## config.mk

```make
export PLATFORM = sky130hd
export DESIGN_NAME = lzo_cell
export DESIGN_NICKNAME = d
export VERILOG_FILES = /design/src/rtl/lzo_pkg.sv /design/src/rtl/lzo_cell.sv
export SDC_FILE = /design/constraint.sdc
export NUM_CORES = 1
export LEC_CHECK = 0
export BUFFER_PORTS_ARGS = -buffer_cell sky130_fd_sc_hd__buf_2
export CAP_MARGIN = 20
export CELL_PAD_IN_SITES_DETAIL_PLACEMENT = 0
export CELL_PAD_IN_SITES_GLOBAL_PLACEMENT = 1
export CORE_AREA = 2 2 39 41
export CTS_CLUSTER_SIZE = 25
export DETAILED_ROUTE_END_ITERATION = 10
export DIE_AREA = 0 0 41 43
export PLACE_DENSITY_LB_ADDON = 0.1
export SKIP_CTS_REPAIR_TIMING = 1
export SYNTH_ARGS = -nofsm -noshare
export SYNTH_HDL_FRONTEND = slang
export SYNTH_SLANG_ARGS = --single-unit
```

## constraint.sdc

```tcl
create_clock -name clk -period 1.05 [get_ports clk]
set_input_delay 0.21 -clock clk [delete_from_list [all_inputs] [get_ports clk]]
set_output_delay 0.21 -clock clk [all_outputs]
set_load 0.1 [all_outputs]
```

## src/rtl/lzo_pkg.sv

```systemverilog
`timescale 1ns / 1ps
// ----------------------------------------------------------------------------
// lzo_pkg
// Shared constants and types for the layer z-order stack.
// ----------------------------------------------------------------------------
package lzo_pkg;
  localparam int MaxLayers = 16;
  localparam int SlotW = $clog2(MaxLayers);
  localparam int CntW = $clog2(MaxLayers + 1);

  localparam logic [2:0] ActDefine = 3'd0;
  localparam logic [2:0] ActMoveAbs = 3'd1;
  localparam logic [2:0] ActMoveRel = 3'd2;
  localparam logic [2:0] ActHeight = 3'd3;
  localparam logic [2:0] ActHide = 3'd4;
  localparam logic [2:0] ActHit = 3'd5;

  typedef struct packed {
    logic signed [15:0] x;
    logic signed [15:0] y;
    logic [11:0] w;
    logic [11:0] h;
    logic win;
  } rect_t;
endpackage

```

## src/rtl/lzo_cell.sv

```systemverilog
`timescale 1ns / 1ps
// ----------------------------------------------------------------------------
// lzo_cell
// One stack position: holds a slot number and shifts it toward a neighbor.
// ----------------------------------------------------------------------------
module lzo_cell import lzo_pkg::*; (
  input  logic clk,
  input  logic load,
  input  logic [SlotW-1:0] load_slot,
  input  logic shift_up,
  input  logic shift_dn,
  input  logic [SlotW-1:0] from_below,
  input  logic [SlotW-1:0] from_above,
  output logic [SlotW-1:0] slot
);
  always_ff @(posedge clk) begin
    if (load) begin
      slot <= load_slot;
    end else if (shift_up) begin
      slot <= from_below;
    end else if (shift_dn) begin
      slot <= from_above;
    end
  end
endmodule

```

==> results of run 1 <==
cells in the final DEF (no fill, tap or decap):
cell	instances
buf_2	15
mux2i_1	4
nand2_1	4
buf_12	4
edfxtp_1	4
clkbuf_4	3
o21ai_1	2
o21ai_0	2
buf_4	2
or3_4	1
metal layers:
layer | track usage | share of wire
met5 | 0 | 0
met4 | 0.140 | 0.037
met1 | 0.0779 | 0.34
met3 | 0.0157 | 0.068
met2 | 0.116 | 0.55
worst min-delay path by stage:
stage | cells past startpoint | endpoint | slack [ns]
after detailed placement | 3 | slot[2] | 0.50
after floorplan | 2 | slot[2] | 0.40
after CTS | 3 | slot[2] | 0.26
after global placement | 3 | slot[2] | 0.51
final | 3 | slot[2] | 0.26
after global routing | 3 | slot[2] | 0.29
metrics by stage:
step	TNS, ns	cell area (um^2)
6_report	0	419
5_1_grt	-0.0523	419
4_1_cts	-0.0133	419
3_5_place_dp	0	397
3_3_place_gp	0	397
2_1_floorplan	-0.256	223
cell families (layout without fill, tap and decap cells):
| logic type | count (synthesis) | count (layout) | synth area share |
|---|---|---|---|
| multiplexers | 4 | 4 | 0.180 |
| buffers and inverters | 2 | 24 | 0.0730 |
| AND/OR/NAND/NOR | 5 | 5 | 0.118 |
| flip-flops | 4 | 4 | 0.539 |
| AO/OA/AOI/OAI | 4 | 4 | 0.0899 |
final cells by class:
| cell class | instances | area share |
|---|---|---|
| well taps | 16 | 0.0478 |
| multi-input cells | 13 | 0.206 |
| clock buffers | 3 | 0.0537 |
| flip-flops and latches | 4 | 0.287 |
| repair buffers | 21 | 0.406 |
power groups by stage:
stage / registers, mW / clock network, mW / logic, mW
final: 0.213 / 0.188 / 0.269
after global routing: 0.214 / 0.216 / 0.283
after global placement: 0.216 / 0 / 0.270
after detailed placement: 0.216 / 0 / 0.271
after floorplan: 0.339 / 0 / 0.0324
after CTS: 0.214 / 0.198 / 0.271
==> impl_metrics.env, run 1 <==
export IMPL_grt_overflow_total=0
export IMPL_synth_seq_cells=4
export IMPL_path_class="reg2out"
export IMPL_numCtsBuffers=3
export IMPL_clk_pin_slew_worst_paths_ns=0.04
export IMPL_root_buffer="clkbuf_4"
export IMPL_vias=212
export IMPL_power_density_nw_per_um2=1600
export IMPL_regMostFlops="slot"
export IMPL_p_sw_frac=0.355
export IMPL_synth_top_area_share=0.539
export IMPL_post_route_period_util=0.995
export IMPL_cts_htree_levels=1
export IMPL_routed_wl_um=514
export IMPL_io_pins=20
export IMPL_cts_num_sinks=4
export IMPL_irDropWorstVdd_uv=372
export IMPL_path_delay_family="flip-flops"
export IMPL_min_period_ns=1.04
export IMPL_timing_final_ws_setup_ns=0.00513
export IMPL_die_x_um=41
export IMPL_status="finished clean"
export IMPL_grt_pass1_vias=232
export IMPL_final_hold_viol_count=0
export IMPL_gr_usage_all_layers=0.0856
export IMPL_antenna_found_initial=0
export IMPL_crit_start="slot[1]"
export IMPL_tightest_slew_ns=0.165
export IMPL_synth_seq_area_share=0.539
export IMPL_crit_chain="buf_12"
export IMPL_worstSetupEndpoint="slot[1]"
export IMPL_synth_edf_count=4
export IMPL_whs_ns=0.262
export IMPL_largest_reg_flops=4
export IMPL_regArea_um2=120
export IMPL_initial_core_util=0.161
export IMPL_hp_start="load_slot[2]"
export IMPL_async_reset_ff_frac=0
export IMPL_ant_nets=0
export IMPL_syn_to_final_growth_pct=88.2
export IMPL_power_mw=0.670
export IMPL_cap_violations=0
export IMPL_path_buf_inv=1
export IMPL_synth_area_per_cell_um2=11.7
export IMPL_slowest_stage="edfxtp_1"
export IMPL_die_h_um=43
export IMPL_grt_pass1_wl_um=883
export IMPL_ys_warn_count=0
export IMPL_crit_path_start_kind="register"
export IMPL_synth_top_cells_by_count="edfxtp_1 (4), mux2i_1 (4), nand2_1 (4)"
export IMPL_multi_input_area_um2=86.3
export IMPL_grt_max_degree=9
export IMPL_dpl_hpwl_um=451
export IMPL_dpl_cell_count=54
export IMPL_hold_path_class="in2reg"
export IMPL_dp_slack_ns=0.0312
export IMPL_clkPwrFrac=0.280
export IMPL_end_kind="output port"
export IMPL_clockBufferDepth=2
export IMPL_yosys_area_top_type="edfxtp_1"
export IMPL_post_route_util=0.303
export IMPL_syn_area_um2=223
export IMPL_cts_tree="done"
export IMPL_crit_path_max_incr_delay_ns=0.41
export IMPL_ys_flop_type="edfxtp_1"
export IMPL_power_switching_mw=0.238
export IMPL_synth_fp_nets=35
export IMPL_core_um2=1380
export IMPL_avgViaCountPerCell=3.72
export IMPL_place_gp_congestion=0.677
export IMPL_power_frac_comb=0.401
export IMPL_antennaDiodeCount=0
export IMPL_detail_route_first_pass_iterations=1
export IMPL_rsz0062_at_grt="yes"
export IMPL_final_cells=57
export IMPL_drv_slew=0
export IMPL_core_rowCount=14
export IMPL_drcViolationCount=0
export IMPL_numPortBuffers=19
export IMPL_worstSetupPathDepth=1
export IMPL_drive_gt1_frac=0.610
export IMPL_die_area_um2=1760
export IMPL_yosysUniqueCellTypes=8
export IMPL_reg_top3="slot x4"
export IMPL_drt_initial_drc_count=0
export IMPL_num_nets_final=59
export IMPL_wire_per_inst_um=9.02
export IMPL_required_ns=0.84
export IMPL_intPower_mw=0.432
export IMPL_fmax_ghz=0.957
export IMPL_syn_inst=19
export IMPL_setup_viol=0
export IMPL_leakage_nw=0.202
export IMPL_ys_top_cells_by_area="edfxtp_1 (54%), mux2i_1 (18%), nand2_1 (6.7%), buf_6 (5.1%), or3_4 (5.1%)"
export IMPL_nFillCells=158
export IMPL_relSlewSlack=0.889
export IMPL_critPathMaxFanout=1
export IMPL_p_seq_frac=0.318
export IMPL_arrival_ns=0.83
Power figures use the tool's default switching activity.
==> inputs of run 2 (changes only) <==
Settings changed: BUFFER_PORTS_ARGS -buffer_cell sky130_fd_sc_hd__buf_2 to -buffer_cell sky130_fd_sc_hd__buf_4, SLEW_MARGIN set to 20.
==> run 2 against run 1 <==
  * Critical path depth did not move
  * Via count grew 0.47%
  * Combinational power down 7%
  * Wire length is 1.2% lower
  * Critical path type unchanged
  * Largest cell class unchanged
==> impl_metrics.env, run 2 (synthesis gave the netlist of run 1 again) <==
export IMPL_status="finished clean"
export IMPL_critPathMaxFanout=1
export IMPL_place_gp_congestion=0.682
export IMPL_rsz0062_at_grt="no"
export IMPL_path_buf_inv=1
export IMPL_cts_tree="done"
export IMPL_path_class="reg2out"
export IMPL_regMostFlops="slot"
export IMPL_end_kind="output port"
export IMPL_path_delay_family="flip-flops"
export IMPL_setup_viol=0
export IMPL_min_period_ns=1.01
export IMPL_syn_to_final_growth_pct=89.3
export IMPL_antenna_found_initial=0
export IMPL_numCtsBuffers=3
export IMPL_reg_top3="slot x4"
export IMPL_post_route_period_util=0.958
export IMPL_drcViolationCount=0
export IMPL_dpl_hpwl_um=450
export IMPL_root_buffer="clkbuf_4"
export IMPL_num_nets_final=59
export IMPL_tns_ns=0
export IMPL_required_ns=0.84
export IMPL_core_um2=1380
export IMPL_nFillCells=152
export IMPL_hold_depth=3
export IMPL_avgViaCountPerCell=3.74
export IMPL_crit_path_start_kind="register"
export IMPL_timing_final_ws_setup_ns=0.0440
export IMPL_leakage_nw=0.202
export IMPL_hold_path_class="in2reg"
export IMPL_grt_max_degree=9
export IMPL_tightest_slew_ns=0.201
export IMPL_cts_htree_levels=1
export IMPL_irDropWorstVdd_uv=320
export IMPL_die_area_um2=1760
export IMPL_cts_num_sinks=4
export IMPL_whs_ns=0.268
export IMPL_crit_path_max_incr_delay_ns=0.37
export IMPL_fmax_ghz=0.994
export IMPL_initial_core_util=0.161
export IMPL_largest_reg_flops=4
export IMPL_crit_chain="buf_6"
export IMPL_routed_wl_um=508
export IMPL_detail_route_first_pass_iterations=1
export IMPL_clockBufferDepth=2
export IMPL_drv_slew=0
export IMPL_gr_usage_all_layers=0.0806
export IMPL_ant_nets=0
export IMPL_numPortBuffers=19
export IMPL_wire_per_inst_um=8.91
export IMPL_io_pins=20
export IMPL_drt_initial_drc_count=0
export IMPL_clk_pin_slew_worst_paths_ns=0.03
export IMPL_vias=213
export IMPL_holdPathEnd="slot[2]"
export IMPL_slowest_stage="edfxtp_1"
export IMPL_mostFrequentLayoutCell="buf_4"
export IMPL_power_density_nw_per_um2=1520
export IMPL_grt_pass1_vias=233
export IMPL_grt_overflow_total=0
export IMPL_final_hold_viol_count=0
export IMPL_cap_violations=0
export IMPL_antennaDiodeCount=0
export IMPL_die_x_um=41
export IMPL_die_h_um=43
export IMPL_core_rowCount=14
export IMPL_layout_common_cells="buf_4 (17), mux2i_1 (4), nand2_1 (4), buf_6 (4), edfxtp_1 (4)"
export IMPL_hp_start="load_slot[2]"
export IMPL_relSlewSlack=0.866
export IMPL_grt_pass1_wl_um=883
export IMPL_arrival_ns=0.80
export IMPL_dp_slack_ns=0.0439
export IMPL_drive_gt1_frac=0.610
run 2: cell counts in the layout (fill, tap and decap cells not counted):
No cell type changed its count.
run 2: worst max path at each step:
stage / startpoint / to / slack [ns] / depth (start not counted)
global route: slot[3] / slot[3] / 0.006 / 1
global placement: shift_up / slot[2] / 0.05 / 2
CTS: slot[2] / slot[2] / 0.0009 / 1
detailed placement: shift_up / slot[2] / 0.04 / 2
finish: slot[2] / slot[2] / 0.04 / 1
floorplan: slot[0] / slot[0] / -0.06 / 0
run 2: per-stage QoR:
stage | area, um^2 | utilization | total power, mW | std cells
6_report | 422 | 0.305 | 0.639 | 57
5_1_grt | 422 | 0.305 | 0.674 | 57
4_1_cts | 407 | 0.294 | 0.634 | 57
3_5_place_dp | 384 | 0.278 | 0.446 | 54
3_3_place_gp | 384 | 0.278 | 0.446 | 54
2_1_floorplan | 223 | - | 0.372 | 19
run 2: power by group:
part           switching [mW]  internal, mW
sequential            0.00755         0.198
clock                  0.0545         0.127
combinational           0.164        0.0871
run 2: cell type report:
type | count | area [um^2] | share of cell area
Multi-Input combinational cell | 13 | 86.3 | 0.205
Tap cell | 16 | 20.0 | 0.0475
Sequential cell | 4 | 120 | 0.285
Clock buffer | 3 | 22.5 | 0.0534
Timing Repair Buffer | 21 | 173 | 0.409
run 2: tightest hold or removal path, delay by kind of cell:
| kind | cells | cell delay [ns] |
|---|---|---|
| and+or+nand+nor | 1 | 0.04 |
| buffers and inverters | 1 | 0.08 |
| AOI/OAI and AO/OA | 1 | 0.06 |
run 2: per-layer routing:
layer	GRT usage	vias to the layer above	wire, um	part of all wire
met5	0	-	0	0
met3	0.0157	0	37	0.073
li1	-	113	-	-
met1	0.0844	90	188	0.37
met2	0.113	10	282	0.56
met4	0.100	0	0	0
